**src/rtl/core/rsc_pkg.sv**
```systemverilog
// shared constants, register codes and control types for the rgb stencil convolution
package rsc_pkg;

  localparam int SUM_BITS          = 17;
  localparam int TAP_BITS          = 4;
  localparam int NUM_TAPS          = 25;
  localparam int NUM_CHANNELS      = 3;
  localparam int CH_RED            = 0;
  localparam int CH_GREEN          = 1;
  localparam int CH_BLUE           = 2;

  localparam int CFG_INDEX_BITS    = 3;
  localparam int CFG_DATA_BITS     = 64;
  localparam int FRAME_WIDTH_BITS  = 11;
  localparam int FRAME_HEIGHT_BITS = 16;
  localparam int KERNEL_BITS       = 3;
  localparam int COEFF_FIRST_BITS  = 64;
  localparam int COEFF_SECOND_BITS = 36;
  localparam int COEFF_ALL_BITS    = COEFF_FIRST_BITS + COEFF_SECOND_BITS;

  localparam logic [FRAME_WIDTH_BITS-1:0]  FRAME_WIDTH_RESET  = 11'd1024;
  localparam logic [FRAME_HEIGHT_BITS-1:0] FRAME_HEIGHT_RESET = 16'd512;
  localparam logic [KERNEL_BITS-1:0]       KERNEL_SIZE_RESET  = 3'd3;

  typedef enum logic [CFG_INDEX_BITS-1:0] {
    REG_FRAME_WIDTH   = 3'd0,
    REG_FRAME_HEIGHT  = 3'd1,
    REG_KERNEL_SIZE   = 3'd2,
    REG_COEFFS_FIRST  = 3'd3,
    REG_COEFFS_SECOND = 3'd4
  } cfg_reg_t;

  // pipeline tag that travels with each item
  typedef struct packed {
    logic valid;
    logic emit;
    logic last;
  } stage_tag_t;

  // controls from the pipeline sequencer to the window datapath
  typedef struct packed {
    logic shift;
    logic advance;
  } win_ctl_t;

endpackage

```
**src/rtl/core/rsc_tap_grid.sv**
```systemverilog
// maps the packed coefficient registers onto the window positions for the active kernel
module rsc_tap_grid #(
  parameter int MAX_KERNEL = 5
) (
  input  logic                                     clk,
  input  logic [rsc_pkg::COEFF_FIRST_BITS-1:0]     coeffs_first,
  input  logic [rsc_pkg::COEFF_SECOND_BITS-1:0]    coeffs_second,
  input  logic [rsc_pkg::KERNEL_BITS-1:0]          kernel,
  output logic signed [rsc_pkg::TAP_BITS-1:0]      taps [MAX_KERNEL][MAX_KERNEL]
);
  import rsc_pkg::*;

  localparam int MK = MAX_KERNEL;

  logic signed [TAP_BITS-1:0] taps_next [MK][MK];

  // kernel sits in the bottom-right corner of the window, taps in raster order
  always_comb begin
    int t;
    logic [COEFF_ALL_BITS-1:0] coeff_all;
    coeff_all = {coeffs_second, coeffs_first};
    t = 0;
    for (int y = 0; y < MK; y++) begin
      for (int x = 0; x < MK; x++) begin
        taps_next[y][x] = '0;
        for (int kk = 1; kk <= MK; kk += 2) begin
          if ((y >= MK - kk) && (x >= MK - kk)) begin
            t = (y - (MK - kk)) * kk + (x - (MK - kk));
            if ((kernel == KERNEL_BITS'(kk)) && (t < NUM_TAPS)) begin
              taps_next[y][x] = coeff_all[TAP_BITS*t +: TAP_BITS];
            end
          end
        end
      end
    end
  end

  always_ff @(posedge clk) begin
    taps <= taps_next;
  end

endmodule

```
**config.mk**
```make
export PLATFORM = sky130hd
export DESIGN_NAME = rsc_tap_grid
export DESIGN_NICKNAME = d
export VERILOG_FILES = /design/src/rtl/core/rsc_pkg.sv /design/src/rtl/core/rsc_tap_grid.sv
export SDC_FILE = /design/constraint.sdc
export NUM_CORES = 1
export LEC_CHECK = 0
export BUFFER_PORTS_ARGS = -buffer_cell sky130_fd_sc_hd__buf_2
export CAP_MARGIN = 20
export CORE_ASPECT_RATIO = 2
export CORE_MARGIN = 4
export CORE_UTILIZATION = 30
export DETAILED_ROUTE_END_ITERATION = 12
export PLACE_DENSITY = 0.62
export SYNTH_ARGS = -nofsm -noshare
export SYNTH_HDL_FRONTEND = slang
export SYNTH_SLANG_ARGS = --single-unit
```
**constraint.sdc**
```tcl
create_clock -name clk -period 0.9 [get_ports clk]
set_input_delay 0.045 -clock clk [delete_from_list [all_inputs] [get_ports clk]]
set_output_delay 0.045 -clock clk [all_outputs]
set_load 0.005 [all_outputs]
```
# Word level (Yosys, flattened, before mapping)
# Cells that the tools add are included.
dict set report word_totals {
  elab_cells 47
  out_inout_bits 100
  input_bits 104
  ff_bits 100
}
dict set report classes {
  eq_ne 3
  muxes 19
}
# operator count
set op_table {}
lappend op_table {{two-way mux 4 bit} 19}
lappend op_table {{equality test 3 x 1 -> 1 bit, second input constant} 1}
lappend op_table {{equality test 3 x 2 -> 1 bit, second input constant} 1}
lappend op_table {{equality test 3 bit, second input constant} 1}

# Logic depth before layout (Yosys ltp)
dict set report depth {
  depth_word 4
  depth_mapped 6
  depth_no_buf 3
}

# Least setup slack after synthesis
# OpenSTA, ideal clock, no wires.
dict set report synth_timing {
  path_type {input to register}
  startpoint {input port kernel[1] (netlist name)}
  endpoint {register taps[10] (netlist name)}
  t_required_ns 0.782
  t_arrival_ns 0.801
  stages 6
  path_slack_ns -0.020
  path_cell_list {buf_4 > nor2b_1 > buf_2 > buf_6 > a22oi_1 > nor2b_1}
}
# item line_no
set synth_lines {}
lappend synth_lines {{start, declared} rsc_tap_grid.sv:8} ;# input logic [rsc_pkg::KERNEL_BITS-1:0] kernel,
lappend synth_lines {{end signal, assigned} rsc_tap_grid.sv:39} ;# taps <= taps_next;
lappend synth_lines {{end, declared} rsc_tap_grid.sv:9} ;# output logic signed [rsc_pkg::TAP_BITS-1:0] taps [MAX_KERNEL][MAX_KERNEL]

# Final worst setup path
dict set report layout_timing {
  startpoint {register taps[93] (netlist name)}
  endpoint {output port taps[93] (netlist name)}
}
# No word-level cell between the ends.

==> metrics.yaml <==
largestRegisters: "taps (100)"
htree_num_levels: 3
placed_cell_area_um2: 4380
final.fill_count: 886
yosys.area.top_type: "dfxtp_1"
syn2layout_area_growth_pct: 76.3
grt_overflow: 0
num_vias: 3136
finalCritPeriodShare: 0.937
final_cell_mix: "buf_2, dfxtp_1, dlygate4sd3_1, and3_1, nor2b_1"
rsz0062_at_grt: "false"
place_inst: 593
cts-buffers-inserted: 9
holdCritPathClass: "in -> reg"
wirelength_mm: 10.8
ys_seq_area_frac: 0.632
clkSlewWorstSetupHoldPaths_ns: 0.07
power_density_nw_per_um2: 1680
yosysTopAreaCellShare: 0.632
status: "complete, no violations"
worstPathMaxFanout: 1
clock-sinks: 100
gp_congestion: 0.764
ioPinCount: 204
io_buffers: 203
synth_area_leaders: "dfxtp_1, and3_1, a22oi_1, nor2b_1, buf_6"
grt_pass1_vias: 3277
path_buf_inv: 1
timing.fmax_mhz: 1190
critPathKind: "reg -> out"
cp.arrival_ns: 0.80
die_w_um: 80.7
coreArea_um2: 10200
die_y_um: 153
critPathTopFamily: "flip-flops"
largest-register: "taps"
critical_path_required_ns: 0.85
tightest_slew_ns: 0.211
max_cap_viol_count: 0
die_area_um2: 12400
fin_crit_ns: 0.843
ir_drop_v: 0.000948
num-nets-final: 666
dr.pass1.iters: 4
slew_viol_final: 0
crit_chain: "buf_2"
antenna_found_initial: 0
syn_nets: 378
final_common_cell: "buf_2"
total_power_w: 0.00939
largest_reg_flops: 100
cpPeakStageDelay_ns: 0.33
start_kind: "flip-flop"
routed_via_density: 4.47
tritoncts: "built"
synth_seq_cells: 100
drive_above_1_share: 0.420
slew_headroom: 0.856
post-route-util: 0.547
netlist_area_um2: 3170
clockBufferDepth: 2
setup_viol: 0
hpwl_mm: 7.41
initial_core_util: 0.310
clockRootBuffer: "clkbuf_16"
syn_area_per_cell_um2: 11.6
slowest_stage: "dfxtp_1"
p_leak_nw: 2.89
yosysWarnings: 0
endpoint_kind: "output port"
grt_pass1_wl_mm: 16.7
grt_start_max_net_pins: 52
grt.total_usage: 0.178
drc: 0
ant_nets: 0
drt_first_iter_violations: 133
hold_violations: 0
final_cell_area_um2: 5590
rows: 52
synth_cell_types: 14
fin_cells: 702
wl_per_cell_um: 15.4
antenna_cells: 0
synth_cells: 274
-- final cells by class --
cell class | count | area [µm²] | share of cell area
clock buffer | 10 | 229 | 0.0410
sequential | 100 | 2000 | 0.358
multi-input combinational | 146 | 1030 | 0.185
tap | 135 | 169 | 0.0302
timing repair buffer | 305 | 2110 | 0.377
clock inverter | 6 | 46.3 | 0.00829
-- power breakdown --
| group | internal (W) | switching, W |
|---|---|---|
| Clock | 0.00189 | 0.00165 |
| Sequential | 0.00458 | 0.0000344 |
| Combinational | 0.000744 | 0.000488 |
-- metal layers --
layer  global-route usage  wire length (µm)  vias to the layer above  share of wire
met5                    0                 0                        -              0
met4                0.114               527                        0          0.049
met3               0.0359               666                       38          0.062
met2                0.325              5930                      136           0.55
met1                0.175              3660                     1441           0.34
li1                     -                 -                     1521              -
-- cells in the mapped netlist --
master,instances
a22oi_1,32
and2_1,4
and3_1,64
buf_2,4
buf_4,1
buf_6,10
clkbuf_1,11
clkbuf_2,2
dfxtp_1,100
mux2i_1,4
nand3b_1,4
nor2b_1,33
nor2b_4,1
o21ai_0,4
-- per-stage QoR --
| step | setup slack (ns) | TNS (ns) | hold slack, ns |
|---|---|---|---|
| floorplan | 0.00541 | 0 | 0.198 |
| global placement | -0.0599 | -1.11 | 0.277 |
| detailed placement | -0.120 | -3.28 | 0.281 |
| CTS | 0.0498 | 0 | 0.0115 |
| global route | 0.0237 | 0 | 0.0348 |
| finish | 0.0566 | 0 | 0.0188 |
-- final timing paths --
check,startpoint,to,slack [ns],depth (start not counted)
min,coeffs_second[8],taps[24]$_DFF_P_,0.02,3
max,taps[93]$_SDFF_PN0_,taps[93],0.06,1
-- what timing repair did --
item                       in CTS  in global routing
gates resized for setup         0                  1
hold endpoints to repair       94                  0
setup endpoints to repair       0                  1
buffers inserted                0                  0
hold buffers                   94                  0
-- kinds of logic after synthesis --
family | share of synthesized area
buf+inv | 0.0604
flops | 0.632
mux | 0.0126
simple gates | 0.213
compound gates | 0.0821
Power figures use the tool's default switching activity.
